--- src/sv/isrs_pkg.sv ---
// Package for the sensor register slave: payload words, event codes, bus modes and map helpers.
package isrs_pkg;

	// event codes carried in the kind field
	typedef enum logic [2:0] {
		EV_START   = 3'd0,
		EV_STOP    = 3'd1,
		EV_RX_BYTE = 3'd2,
		EV_TX_REQ  = 3'd3,
		EV_CONSOLE = 3'd4
	} event_kind_t;

	// configuration register indexes
	typedef enum logic [2:0] {
		CFG_TEMP_HIGH   = 3'd0,
		CFG_TEMP_LOW    = 3'd1,
		CFG_CMD_STATUS  = 3'd2,
		CFG_SYS_CONFIG  = 3'd3,
		CFG_PRESS_CONFIG = 3'd4
	} cfg_index_t;

	localparam int unsigned NUM_CFG = 5;
	localparam int unsigned CFG_W = 8;

	// bus mode, one-hot
	typedef enum logic [3:0] {
		MODE_IDLE = 4'b0001,
		MODE_ADDR = 4'b0010,
		MODE_TX   = 4'b0100,
		MODE_RX   = 4'b1000
	} bus_mode_t;

	typedef struct packed {
		logic [2:0] kind;
		logic [7:0] data;
	} in_word_t;

	typedef struct packed {
		logic [7:0] tx_byte;
		logic       tx_valid;
	} out_word_t;

	typedef logic [NUM_CFG-1:0][CFG_W-1:0] cfg_regs_t;

	localparam logic [7:0]  CFG_RESET [NUM_CFG] = '{8'd24, 8'd228, 8'd2, 8'd17, 8'd32};
	localparam logic [23:0] PRESSURE_RESET = 24'h61A800;
	localparam logic [10:0] PRESSURE_STEP  = 11'd1250;
	localparam logic [2:0]  LAST_POSITION  = 3'd7;
	localparam logic [2:0]  FIRST_CFG_POS  = 3'd3;
	localparam logic [7:0]  RX_READ_BYTE   = 8'hFF;
	localparam logic [7:0]  CHAR_ZERO      = 8'h30;
	localparam logic [7:0]  CHAR_NINE      = 8'h39;

	// sparse register address to map position; unknown gives position 0
	function automatic logic [2:0] position_of(input logic [7:0] addr);
		logic [2:0] pos;
		case (addr)
			8'h06:   pos = 3'd0;
			8'h07:   pos = 3'd1;
			8'h08:   pos = 3'd2;
			8'h09:   pos = 3'd3;
			8'h0A:   pos = 3'd4;
			8'h30:   pos = 3'd5;
			8'hA5:   pos = 3'd6;
			8'hA6:   pos = 3'd7;
			default: pos = 3'd0;
		endcase
		return pos;
	endfunction

endpackage

--- src/sv/isrs_core.sv ---
// Bus mode machine, register pointer, pressure value and byte select for one event.
module isrs_core (
	input  logic              clk,
	input  logic              arst_n,
	input  logic              step,
	input  isrs_pkg::in_word_t  word,
	input  isrs_pkg::cfg_regs_t cfg,
	output isrs_pkg::out_word_t result
);
	import isrs_pkg::*;

	bus_mode_t   mode_q, mode_d;
	logic [7:0]  addr_q, addr_d;
	logic [2:0]  pos_q, pos_d;
	logic [23:0] pressure_q, pressure_d;

	logic [2:0]  rd_pos;
	logic [2:0]  cfg_sel;
	logic [7:0]  map_byte;
	logic [3:0]  digit;
	logic [13:0] scaled;

	// pointer for this read: fresh lookup unless already transmitting
	assign rd_pos  = (mode_q == MODE_TX) ? pos_q : position_of(addr_q);
	assign cfg_sel = rd_pos - FIRST_CFG_POS;

	// map byte select
	always_comb begin
		case (rd_pos)
			3'd0:    map_byte = pressure_q[23:16];
			3'd1:    map_byte = pressure_q[15:8];
			3'd2:    map_byte = pressure_q[7:0];
			default: map_byte = cfg[cfg_sel];
		endcase
	end

	// console digit scaling; product stays below 2^14
	assign digit  = 4'(word.data - CHAR_ZERO);
	assign scaled = 14'(digit) * 14'(PRESSURE_STEP);

	// next state and result
	always_comb begin
		mode_d     = mode_q;
		addr_d     = addr_q;
		pos_d      = pos_q;
		pressure_d = pressure_q;
		result     = '0;
		case (word.kind)
			EV_START: begin
				mode_d = MODE_IDLE;
			end
			EV_STOP: begin
				// stop right after the address keeps it for a repeated read
				if (mode_q != MODE_ADDR) begin
					mode_d = MODE_IDLE;
				end
			end
			EV_RX_BYTE: begin
				if (mode_q == MODE_IDLE) begin
					mode_d = MODE_ADDR;
					addr_d = word.data;
				end else if (mode_q == MODE_ADDR) begin
					mode_d = MODE_RX;
				end
			end
			EV_TX_REQ: begin
				result.tx_valid = 1'b1;
				if (mode_q == MODE_RX) begin
					result.tx_byte = RX_READ_BYTE;
				end else begin
					mode_d         = MODE_TX;
					result.tx_byte = map_byte;
					pos_d          = (rd_pos < LAST_POSITION) ? rd_pos + 3'd1 : rd_pos;
				end
			end
			EV_CONSOLE: begin
				if (word.data inside {[CHAR_ZERO:CHAR_NINE]}) begin
					pressure_d = {2'b00, scaled, 8'h00};
				end
			end
			default: begin
			end
		endcase
	end

	// state registers
	always_ff @(posedge clk or negedge arst_n) begin
		if (!arst_n) begin
			mode_q     <= MODE_IDLE;
			addr_q     <= '0;
			pos_q      <= '0;
			pressure_q <= PRESSURE_RESET;
		end else if (step) begin
			mode_q     <= mode_d;
			addr_q     <= addr_d;
			pos_q      <= pos_d;
			pressure_q <= pressure_d;
		end
	end

endmodule

--- src/sv/i2c_sensor_register_slave_top.sv ---
// Top level of the byte-level sensor register slave: input stage, config registers, output stage.
//
//   channel | signals                        | word
//   in      | in_valid, in_stall, in_word    | kind, data
//   out     | out_valid, out_stall, out_word | tx_byte, tx_valid
//   cfg     | cfg_we, cfg_index, cfg_data    | one 8-bit register per write
//
// One event per cycle while in_stall is low; a taken word sits in the input register and
// its result is registered into out_word when the output advances (mode and pointer logic in between).
// Reset puts mode idle, address and pointer at 0, pressure and config at their defaults.
// While the output is stalled, one more word is taken into the input register,
// then in_stall rises until the output word is taken.
module i2c_sensor_register_slave_top (
	input  logic                clk,
	input  logic                arst_n,
	input  logic                in_valid,
	output logic                in_stall,
	input  isrs_pkg::in_word_t  in_word,
	output logic                out_valid,
	input  logic                out_stall,
	output isrs_pkg::out_word_t out_word,
	input  logic                cfg_we,
	input  logic [2:0]          cfg_index,
	input  logic [7:0]          cfg_data
);
	import isrs_pkg::*;

	logic      valid_s1;
	in_word_t  word_s1;
	logic      advance;
	cfg_regs_t cfg_q;
	out_word_t result;

	// stage 1 moves on when the output register is free or being emptied
	assign advance  = !out_valid || !out_stall;
	assign in_stall = valid_s1 && !advance;

	// input register
	always_ff @(posedge clk or negedge arst_n) begin
		if (!arst_n) begin
			valid_s1 <= 1'b0;
		end else if (!in_stall) begin
			valid_s1 <= in_valid;
		end
	end

	always_ff @(posedge clk) begin
		if (!in_stall && in_valid) begin
			word_s1 <= in_word;
		end
	end

	// config registers; indexes past the list are dropped
	always_ff @(posedge clk or negedge arst_n) begin
		if (!arst_n) begin
			for (int i = 0; i < NUM_CFG; i++) begin
				cfg_q[i] <= CFG_RESET[i];
			end
		end else if (cfg_we && (cfg_index < 3'(NUM_CFG))) begin
			cfg_q[cfg_index] <= cfg_data;
		end
	end

	isrs_core u_core (
		.clk    (clk),
		.arst_n (arst_n),
		.step   (valid_s1 && advance),
		.word   (word_s1),
		.cfg    (cfg_q),
		.result (result)
	);

	// result register
	always_ff @(posedge clk or negedge arst_n) begin
		if (!arst_n) begin
			out_valid <= 1'b0;
		end else if (advance) begin
			out_valid <= valid_s1;
		end
	end

	always_ff @(posedge clk) begin
		if (advance && valid_s1) begin
			out_word <= result;
		end
	end

endmodule

--- config.mk ---
export PLATFORM = sky130hd
export DESIGN_NAME = i2c_sensor_register_slave_top
export DESIGN_NICKNAME = d
export VERILOG_FILES = /design/src/sv/isrs_pkg.sv /design/src/sv/isrs_core.sv /design/src/sv/i2c_sensor_register_slave_top.sv
export SDC_FILE = /design/constraint.sdc
export NUM_CORES = 1
export LEC_CHECK = 0
export CORE_MARGIN = 2
export CORE_UTILIZATION = 60
export DETAILED_ROUTE_END_ITERATION = 8
export DONT_BUFFER_PORTS = 1
export PLACE_DENSITY_LB_ADDON = 0.08
export SYNTH_ARGS = -nofsm -noshare
export SYNTH_HDL_FRONTEND = slang
export SYNTH_SLANG_ARGS = --single-unit
export TNS_END_PERCENT = 10
--- constraint.sdc ---
create_clock -name clk -period 10.36 [get_ports clk]
set_clock_uncertainty 0.2 [all_clocks]
set_input_delay 0.518 -clock clk [delete_from_list [all_inputs] [get_ports clk]]
set_output_delay 0.518 -clock clk [all_outputs]
set_load 0.02 [all_outputs]
==> results.tsv, run 1 <==
stage	metric	value	unit
drt	Total Wirelength	10.2	mm
grt	largest net degree at the start of global routing	72	
status	status	finished clean	
place	routability congestion estimate	0.801	
sta	setup TNS	0	ns
sta	final worst setup slack	5.98	ns
setup_path	Critical Setup Path Class	reg2reg	
grt	first-pass GRT wire length	16.6	mm
die	Die ar.	9110	sq um
place	HPWL Detailed	7.09	mm
power_and_ir_drop	Power per Cell Area	195	nW/um^2
sta	Final Hold Fails	0	
synthesis	Synth Cell Area	5020	sq um
place	placed cells	517	
place	Place WS	6.06	ns
clock_tree	CTS tree	done	
clock_tree	Resized Gates After CTS	0	
synthesis	asr flop ratio synth	78.0	%
synthesis	Syn Area/Cell	11.9	sq um
clock_tree	root buf cell	clkbuf_8	
synthesis	ys flop type	dfrtp_1	
drt	drt wl/cell	19.0	um
layout	layout cells sized above 1	24.4	%
grt	initial antenna violation count	0	
clock_tree	clock-pin slew on the worst setup and hold paths	0.09	ns
power_and_ir_drop	Tot Pwr	1050	uW
sta	period utilization	42.3	%
synthesis	post-synth top area cell	dfrtp_1	
synthesis	EDFF count, synth	20	
grt	vias in the first global route	3363	
clock_tree	Clock Sinks	91	
layout	# diodes	0	
drt	1st-iter DRT viols	201	
sta	Max Transition Viols Final	0	
setup_path	CP endpoint kind	flip-flop	
clock_tree	# hold bufs at CTS	2	
sta	post-route minimum period	4.38	ns
synthesis	Mapped Nets	474	
setup_path	worst path required time	10.33	ns
layout	Final Non-Filler Cells	535	
synthesis	register area share after synthesis	47.8	%
clock_tree	total setup buffers inserted after CTS	0	
power_and_ir_drop	Max IR drop VDD	0.111	mV
die	I/O pin cnt	38	
drt	Final ANT Viol Nets	0	
die	initial core utilization	61.4	%
synthesis	#FFs+latches synth	91	
worst_hold_path	worst hold path type	in2reg	
clock_tree	Longest Clk Path Bufs	2	
setup_path	CP max FO	30	
drt	via density per instance	6.13	
clock_tree	H-tree levels	3	
clock_tree	Num CTS Buffers	9	
layout	area grow syn2layout	6.86	%
clock_tree	Clock Latency Late Sink	0.35	ns
synthesis	post-synth top area share	26.9	%
synthesis	Synth cell types	63	
sta	Worst-Margin Slew	0.957	ns
sta	Final setup viols	0	
die	Core ar.	8180	sq um
sta	slew margin rel.	36.0	%
layout	fill count	651	
drt	Pre-antenna DRT Iters	4	
synthesis	Syn Inst Count	422	
layout	Post-Route Utilization	65.6	%
sta	Max Clk Rate	228	MHz
layout	final net count	477	
power_and_ir_drop	Leak	0.00231	uW
drt	vias post-DR	3277	
run	Max-Cap Viols	0	
synthesis	Ys Warns	0	
drt	Post-route DRC	0	
sta	RSZ-0062 raised after global routing	false	
synthesis	main area contributors after synthesis	dfrtp_1 27%, edfxtp_1 12%, mux2_2 11%, dfstp_2 8.9%, ha_1 5.5%	
setup_path	CP startpoint kind	flip-flop	
die	die width	95.5	um
place	port bufs	0	
grt	all-layer global routing usage	23.9	%
die	Die Ht	95.5	um
setup_path	CP Data Arrival Time	4.35	ns
die	# rows	33	
grt	total grt overflow	0	
==> where the power goes <==
| part | internal (uW) | leakage, uW | switching [uW] | total (uW) |
|---|---|---|---|---|
| Sequential | 443 | 0.00104 | 66.6 | 509 |
| Combinational | 148 | 0.00117 | 139 | 288 |
| Clock | 118 | 0.000104 | 130 | 249 |
==> cell families after synthesis <==
kind of cell / share of synthesized area (%)
AO/OA/AOI/OAI: 11.1
adder cells (fa/ha/maj): 6.68
XOR/XNOR: 1.37
multiplexers: 17.1
buffers and inverters: 2.62
AND/OR/NAND/NOR: 13.3
flip-flops: 47.8
==> sequential cells by signal, summed over array words and instances, names as in the netlist <==
name               cells
u_core.pressure_q     14
cfg_q                 40
u_core.mode_q          4
word_s1               11
out_valid              1
valid_s1               1
u_core.pos_q           3
u_core.addr_q          8
out_word               9
==> metal layers <==
metal	global-route usage [%]	vias up	wire [um]
met3	3.64	8	352
met2	40.6	60	5010
met4	7.26	0	68
met5	0	-	0
met1	31.9	1646	4740
li1	-	1563	-
==> area by class of cell <==
cell class,count,area [sq um],share of cell area [%]
Multi-Input combinational cell,300,2500,46.6
Timing Repair Buffer,6,67.6,1.26
Inverter,17,63.8,1.19
Clock buffer,10,138,2.57
Tap cell,105,131,2.45
Clock inverter,6,65.1,1.21
Sequential cell,91,2400,44.7
==> placed cells by master, fill, tap and decap left out, types with 9 or more instances in the layout <==
master,instances
nor2_1,37
mux2i_1,15
clkbuf_8,10
ha_1,22
inv_1,17
dfstp_2,17
dfrtp_1,54
o21ai_0,18
a21oi_1,9
edfxtp_1,20
mux2_2,49
nand2_1,27
nor3b_1,10
==> stage by stage <==
stage / hold WS, ns / cell area [sq um]
CTS: 0.0404 / 5360
finish: 0.0548 / 5360
detailed placement: 0.0250 / 5120
global placement: 0.0245 / 5120
global route: 0.0330 / 5360
floorplan: 0.0224 / 5020
==> cells in the mapped netlist, types with 4 or more instances <==
master    instances
a211o_1           7
a21o_1            4
a21oi_1           9
a221o_1           6
a22o_1            6
clkbuf_1          8
dfrtp_1          54
dfstp_2          17
edfxtp_1         20
ha_1             22
inv_1            17
mux2_2           49
mux2i_1          15
mux4_2            7
nand2_1          27
nand2b_1          5
nand3_1           8
nand4b_1          4
nor2_1           37
nor2b_1           7
nor3_1            7
nor3b_1          12
nor4_1            4
o21ai_0          18
xnor2_1           5
==> worst paths after layout <==
path,to,slack (ns),from,cells past startpoint
min in group asynchronous,cfg_q[18],0.55,arst_n,2
max in group asynchronous,u_core.pressure_q[15],9.07,arst_n,2
worst min-delay path,word_s1[2],0.05,in_word[2],0
worst max register to register,out_word[1],5.98,u_core.mode_q[1],9
worst min register to register,u_core.pressure_q[13],0.28,u_core.pressure_q[13],2
worst max-delay path,out_word[1],5.98,u_core.mode_q[1],9
==> critical path: stages, from the launching register on <==
cell and delay (ns):
dfrtp_1 0.43, or4b_1 0.71, nor2_2 0.78, a31oi_2 0.21, ha_1 0.34, buf_4 0.27
or4b_2 0.73, mux2i_1 0.19, nor4_1 0.08, o32ai_1 0.25
No activity file was read; power rests on OpenSTA's default activity.
==> run 2: changes to the inputs <==
==> constraint.sdc (replaced) <==
create_clock -name clk -period 4.6 [get_ports clk]
set_clock_uncertainty 0.2 [all_clocks]
set_input_delay 0.23 -clock clk [delete_from_list [all_inputs] [get_ports clk]]
set_output_delay 0.23 -clock clk [all_outputs]
set_load 0.02 [all_outputs]
==> run 2 against run 1 <==
Net effect: wire length hardly changed; first-iteration DRC count is 13% lower; sequential share of layout area is 1.8 points lower; sequential cell count stayed put; sequential power is 130% higher; core utilization is 2.7 points higher; total power is 120% higher; die area stayed put; combinational power is 130% higher; hold slack worse by 0.012 ns; design area is 4.2% higher; count of clock-buffer cells in the layout stayed put; largest cell class unchanged.
==> results.tsv, run 2 (same netlist as run 1, synthesis figures left out) <==
stage	metric	value	unit
layout	fill count	611	
sta	RSZ-0062 raised after global routing	false	
clock_tree	CTS tree	done	
layout	final net count	500	
place	HPWL Detailed	7.04	mm
sta	setup TNS	0	ns
layout	# diodes	0	
power_and_ir_drop	clock network power share	22.8	%
setup_path	CP Cell Sequence	nor4bb_1 -> nand3_1 -> a31oi_1 -> inv_1 -> ha_1 -> buf_4 -> or4b_2 -> o211ai_1 -> nor4_1 -> o32ai_1	
drt	Post-route DRC	0	
setup_path	Setup crit end	out_word[1]	
die	# rows	33	
sta	Final setup viols	0	
drt	drt wl/cell	18.2	um
place	routability congestion estimate	0.849	
clock_tree	total setup buffers inserted after CTS	0	
sta	period utilization	88.0	%
layout	area grow syn2layout	11.3	%
die	I/O pin cnt	38	
layout	max FFs per register	40	
layout	Final Non-Filler Cells	558	
layout	final instance area	5590	sq um
layout	commonest non-fill, non-tap cell in the layout	dfrtp_1	
layout	Top reg by flops	cfg_q	
grt	total grt overflow	0	
sta	Max Transition Viols Final	0	
setup_path	reg2reg end	out_word[1]	
clock_tree	Longest Clk Path Bufs	2	
sta	Worst-Margin Slew	0.972	ns
place	Post-DP Area	5130	sq um
power_and_ir_drop	Tot Pwr	2350	uW
sta	Final Hold Fails	0	
drt	Final ANT Viol Nets	0	
power_and_ir_drop	P_int	1600	uW
setup_path	CP endpoint kind	flip-flop	
die	initial core utilization	61.4	%
die	Die ar.	9110	sq um
setup_path	Crit. Startpoint	u_core.addr_q[7]	
run	Max-Cap Viols	0	
die	Die Ht	95.5	um
clock_tree	clock-pin slew on the worst setup and hold paths	0.10	ns
setup_path	CP peak stage delay	0.69	ns
power_and_ir_drop	Leak	0.00240	uW
setup_path	CP Data Arrival Time	4.02	ns
clock_tree	Clock Latency Late Sink	0.36	ns
drt	via density per instance	6.05	
setup_path	Critical Setup Path Class	reg2reg	
place	placed cells	518	
grt	first-pass GRT wire length	17.0	mm
layout	multi-input logic area	2500	sq um
setup_path	worst r2r src	u_core.addr_q[7]	
layout	layout cells sized above 1	23.6	%
die	Core ar.	8180	sq um
grt	initial antenna violation count	0	
grt	vias in the first global route	3441	
place	port bufs	0	
worst_hold_path	worst hold path type	in2reg	
status	status	finished clean	
layout	Largest regs	cfg_q (40), u_core.pressure_q (14), word_s1 (11)	
power_and_ir_drop	Max IR drop VDD	0.262	mV
setup_path	slowest stage cell, crit path	or4b_2	
setup_path	R2R setup slack	0.55	ns
sta	Max Clk Rate	247	MHz
drt	Pre-antenna DRT Iters	4	
clock_tree	root buf cell	clkbuf_8	
layout	most frequent cells in the layout	54 x dfrtp_1, 49 x mux2_2, 37 x nor2_1, 27 x nand2_1, 23 x dlygate4sd3_1	
power_and_ir_drop	Sw Share	31.9	%
drt	vias post-DR	3378	
sta	Fin Hold WS	0.0430	ns
setup_path	CP max FO	16	
power_and_ir_drop	Power per Cell Area	421	nW/um^2
setup_path	Reg2Reg Depth	10	
grt	largest net degree at the start of global routing	72	
setup_path	CP startpoint kind	flip-flop	
layout	Register Area	2400	sq um
clock_tree	Clock Sinks	91	
power_and_ir_drop	Net Switching	751	uW
sta	slew margin rel.	35.0	%
grt	all-layer global routing usage	24.6	%
drt	1st-iter DRT viols	175	
die	die width	95.5	um
power_and_ir_drop	Gate power share	28.4	%
power_and_ir_drop	Seq pwr share	48.8	%
clock_tree	H-tree levels	3	
clock_tree	Resized Gates After CTS	0	
drt	Total Wirelength	10.2	mm
setup_path	worst path required time	4.57	ns
sta	post-route minimum period	4.05	ns
clock_tree	Num CTS Buffers	9	
run 2: cell count changes in the layout (fill, tap and decap cells not counted):
cell,change
dlygate4sd3_1,+22
clkinv_4,-2
clkinvlp_4,+2
buf_4,+1
clkbuf_1,+1
clkbuf_8,-1
clkinv_1,-1
inv_4,+1
nor3_1,-1
nor3_2,+1
run 2: per-layer routing:
layer	wire, um	GRT usage [%]	vias up
li1	-	-	1604
met1	4640	33.0	1707
met2	5140	40.7	58
met3	301	3.32	9
met4	89	9.29	0
met5	0	0	-
run 2: power by group through the flow:
stage               logic [uW]  clock network (uW)  registers, uW
floorplan                  542                   0           1120
global placement           615                   0           1150
detailed placement         633                   0           1160
CTS                        672                 549           1150
global route               741                 581           1170
finish                     667                 535           1150
run 2: area by class of cell:
type,instances,share of cell area [%]
multi-input cells,300,44.8
flip-flops and latches,91,42.9
repair buffers,29,5.29
well taps,105,2.35
clock buffers,10,2.28
clock inverters,6,1.16
inverters,17,1.14
run 2: worst max-delay path: cells and delay by family, from the launching register on:
kind,cells,cell delay [ns]
simple gates,4,1.56
buf+inv,2,0.36
fa+ha+maj,1,0.32
compound gates,3,0.98
flops,1,0.46
run 2: how the worst min path moves through the flow:
stage	start	endpoint	slack [ns]	depth (start not counted)
3_3_place_gp	arst_n	cfg_q[6]	-0.26	0
4_1_cts	cfg_index[1]	cfg_q[39]	0.04	2
2_1_floorplan	arst_n	cfg_q[0]	-0.27	0
3_5_place_dp	arst_n	cfg_q[6]	-0.26	0
5_1_grt	cfg_index[1]	cfg_q[39]	0.04	2
6_report	cfg_index[1]	cfg_q[39]	0.04	2
run 2: what timing repair did:
item                                    4_1_cts  5_1_grt
endpoints found under the setup margin        0        0
hold buffers                                 24        0
endpoints found under the hold margin       124        0
run 2: per-stage QoR:
step / worst slack [ns] / util (%)
floorplan: 0.840 / -
global placement: 0.752 / 62.8
detailed placement: 0.565 / 62.8
CTS: 0.545 / 68.3
global route: 0.256 / 68.3
finish: 0.552 / 68.3
==> run 3: changes to the inputs <==
--- a/config.mk
+++ b/config.mk
@@ -5,8 +5,10 @@
 export SDC_FILE = /design/constraint.sdc
 export NUM_CORES = 1
 export LEC_CHECK = 0
+export CELL_PAD_IN_SITES_DETAIL_PLACEMENT = 1
+export CELL_PAD_IN_SITES_GLOBAL_PLACEMENT = 1
 export CORE_MARGIN = 2
-export CORE_UTILIZATION = 60
+export CORE_UTILIZATION = 52
 export DETAILED_ROUTE_END_ITERATION = 8
 export DONT_BUFFER_PORTS = 1
 export PLACE_DENSITY_LB_ADDON = 0.08
==> run 3 against run 2 <==
Net effect: sequential power barely moved; critical path depth did not move; combinational power rose by 2%; setup slack improved by 0.042 ns; core utilization fell by 7.7 points; sequential cell count did not move; largest power group unchanged; critical path type unchanged; largest cell class unchanged; highest routed layer unchanged; global-route usage fell by 0.59 points.
==> results.tsv, run 3 (same netlist as run 1, synthesis figures left out) <==
stage	metric	value	unit
power_and_ir_drop	Leak	0.00240	uW
drt	Total Wirelength	11.6	mm
sta	Max Clk Rate	250	MHz
sta	setup TNS	0	ns
setup_path	CP Cell Sequence	nor4bb_1 -> nand3_1 -> a31oi_1 -> inv_1 -> ha_1 -> buf_4 -> buf_4 -> mux4_2 -> nor3b_1 -> a211o_1	
layout	Top reg by flops	cfg_q	
grt	vias in the first global route	3724	
place	port bufs	0	
drt	drt wl/cell	19.9	um
layout	final instance area	5630	sq um
place	routability congestion estimate	0.864	
die	initial core utilization	54.1	%
die	I/O pin cnt	38	
setup_path	Reg2Reg Depth	10	
drt	Post-route DRC	0	
layout	Largest regs	cfg_q (40), u_core.pressure_q (14), word_s1 (11)	
drt	vias post-DR	3445	
layout	final net count	499	
worst_hold_path	worst min-delay path startpoint	cfg_index[1]	
drt	via density per instance	5.93	
setup_path	worst r2r src	u_core.addr_q[7]	
power_and_ir_drop	Max IR drop VDD	0.205	mV
setup_path	CP startpoint kind	flip-flop	
worst_hold_path	WHS Path Cells	2	
layout	commonest non-fill, non-tap cell in the layout	dfrtp_1	
place	HPWL Detailed	8.11	mm
drt	Pre-antenna DRT Iters	4	
run	Max-Cap Viols	0	
setup_path	reg2reg end	out_word[3]	
sta	Final setup viols	0	
setup_path	R2R setup slack	0.59	ns
setup_path	Critical Setup Path Class	reg2reg	
grt	total grt overflow	0	
die	# rows	35	
power_and_ir_drop	Power per Cell Area	429	nW/um^2
drt	1st-iter DRT viols	100	
clock_tree	CTS tree	done	
setup_path	CP max FO	16	
setup_path	Crit path top cell by count	buf_4	
sta	Max Transition Viols Final	0	
status	status	finished clean	
sta	post-route minimum period	4.01	ns
grt	first-pass GRT wire length	18.9	mm
sta	RSZ-0062 raised after global routing	false	
sta	period utilization	87.1	%
clock_tree	Clock Sinks	91	
worst_hold_path	worst hold path type	in2reg	
worst_hold_path	Worst Hold Path EP	cfg_q[39]	
clock_tree	H-tree levels	3	
die	Die ar.	10500	sq um
layout	Post-Route Utilization	60.6	%
setup_path	CP delay by family, top	simple AND/OR/NAND/NOR gates	
setup_path	CP endpoint kind	flip-flop	
setup_path	critical path buffer and inverter count	3	
clock_tree	root buf cell	clkbuf_8	
clock_tree	Clock Latency Late Sink	0.35	ns
grt	initial antenna violation count	0	
setup_path	slowest stage cell, crit path	mux4_2	
die	die width	102	um
place	Post-DP Area	5160	sq um
setup_path	worst path required time	4.62	ns
drt	Final ANT Viol Nets	0	
clock_tree	clock-pin slew on the worst setup and hold paths	0.09	ns
grt	largest net degree at the start of global routing	72	
layout	max FFs per register	40	
sta	slew margin rel.	33.2	%
layout	# diodes	0	
sta	Final Hold Fails	0	
grt	all-layer global routing usage	24.0	%
clock_tree	total setup buffers inserted after CTS	0	
clock_tree	Num CTS Buffers	9	
die	Die Ht	102	um
layout	area grow syn2layout	12.1	%
layout	layout cells sized above 1	23.2	%
die	Core ar.	9280	sq um
setup_path	CP Data Arrival Time	4.03	ns
clock_tree	Longest Clk Path Bufs	2	
layout	most frequent cells in the layout	54 x dfrtp_1, 49 x mux2_2, 37 x nor2_1, 27 x nand2_1, 23 x dlygate4sd3_1	
setup_path	CP peak stage delay	0.54	ns
sta	Worst-Margin Slew	0.998	ns
[run 3: worst max path at each step]
stage / start / endpoint / slack (ns) / cells after the start
3_3_place_gp: u_core.addr_q[0] / out_word[1] / 0.73 / 9
5_1_grt: u_core.addr_q[7] / out_word[6] / 0.21 / 10
6_report: u_core.addr_q[7] / out_word[3] / 0.59 / 10
2_1_floorplan: u_core.addr_q[7] / out_word[1] / 0.84 / 10
4_1_cts: u_core.addr_q[7] / out_word[3] / 0.59 / 10
3_5_place_dp: u_core.addr_q[7] / out_word[3] / 0.60 / 10
[run 3: repair_timing]
action	in CTS	in global routing
endpoints found under the hold margin	124	0
hold buffers	24	0
resized for setup	0	0
[run 3: cell type report]
| cell class | count | area (sq um) |
|---|---|---|
| tap | 129 | 161 |
| inverter | 17 | 63.8 |
| timing repair buffer | 28 | 288 |
| multi-input combinational | 300 | 2500 |
| clock buffer | 11 | 153 |
| sequential | 91 | 2400 |
| fill | 974 | 3660 |
| clock inverter | 5 | 58.8 |
[run 3: where the power goes]
part | total [uW] | switching (uW) | leakage [uW] | internal [uW]
clock | 577 | 291 | 0.000103 | 286
sequential | 1150 | 155 | 0.00104 | 997
combinational | 682 | 331 | 0.00126 | 351
total | 2410 | 778 | 0.00240 | 1630
[run 3: worst register-to-register path, delay by kind of cell, from the launching register on]
| kind | cells | cell delay (ns) |
|---|---|---|
| adders and majority gates | 1 | 0.30 |
| muxes | 1 | 0.54 |
| DFF | 1 | 0.46 |
| buffers and inverters | 3 | 0.67 |
| and+or+nand+nor | 3 | 1.05 |
| AOI/OAI and AO/OA | 2 | 0.66 |
[run 3: metrics by stage]
step,setup slack [ns],total power [uW],std cells,hold WS (ns)
6_report,0.594,2410,581,0.0523
5_1_grt,0.209,2560,581,0.0434
4_1_cts,0.593,2440,581,0.0423
3_5_place_dp,0.596,1820,541,-0.264
3_3_place_gp,0.732,1780,541,-0.264
2_1_floorplan,0.840,1660,422,-0.266
[run 3: per-layer routing]
metal,up-vias,wire (um),track usage [%],part of all wire [%]
li1,1599,-,-,-
met2,60,6040,42.4,52
met4,0,149,8.21,1.3
met1,1773,5110,30.5,44
met5,-,0,0,0
met3,13,280,3.01,2.4
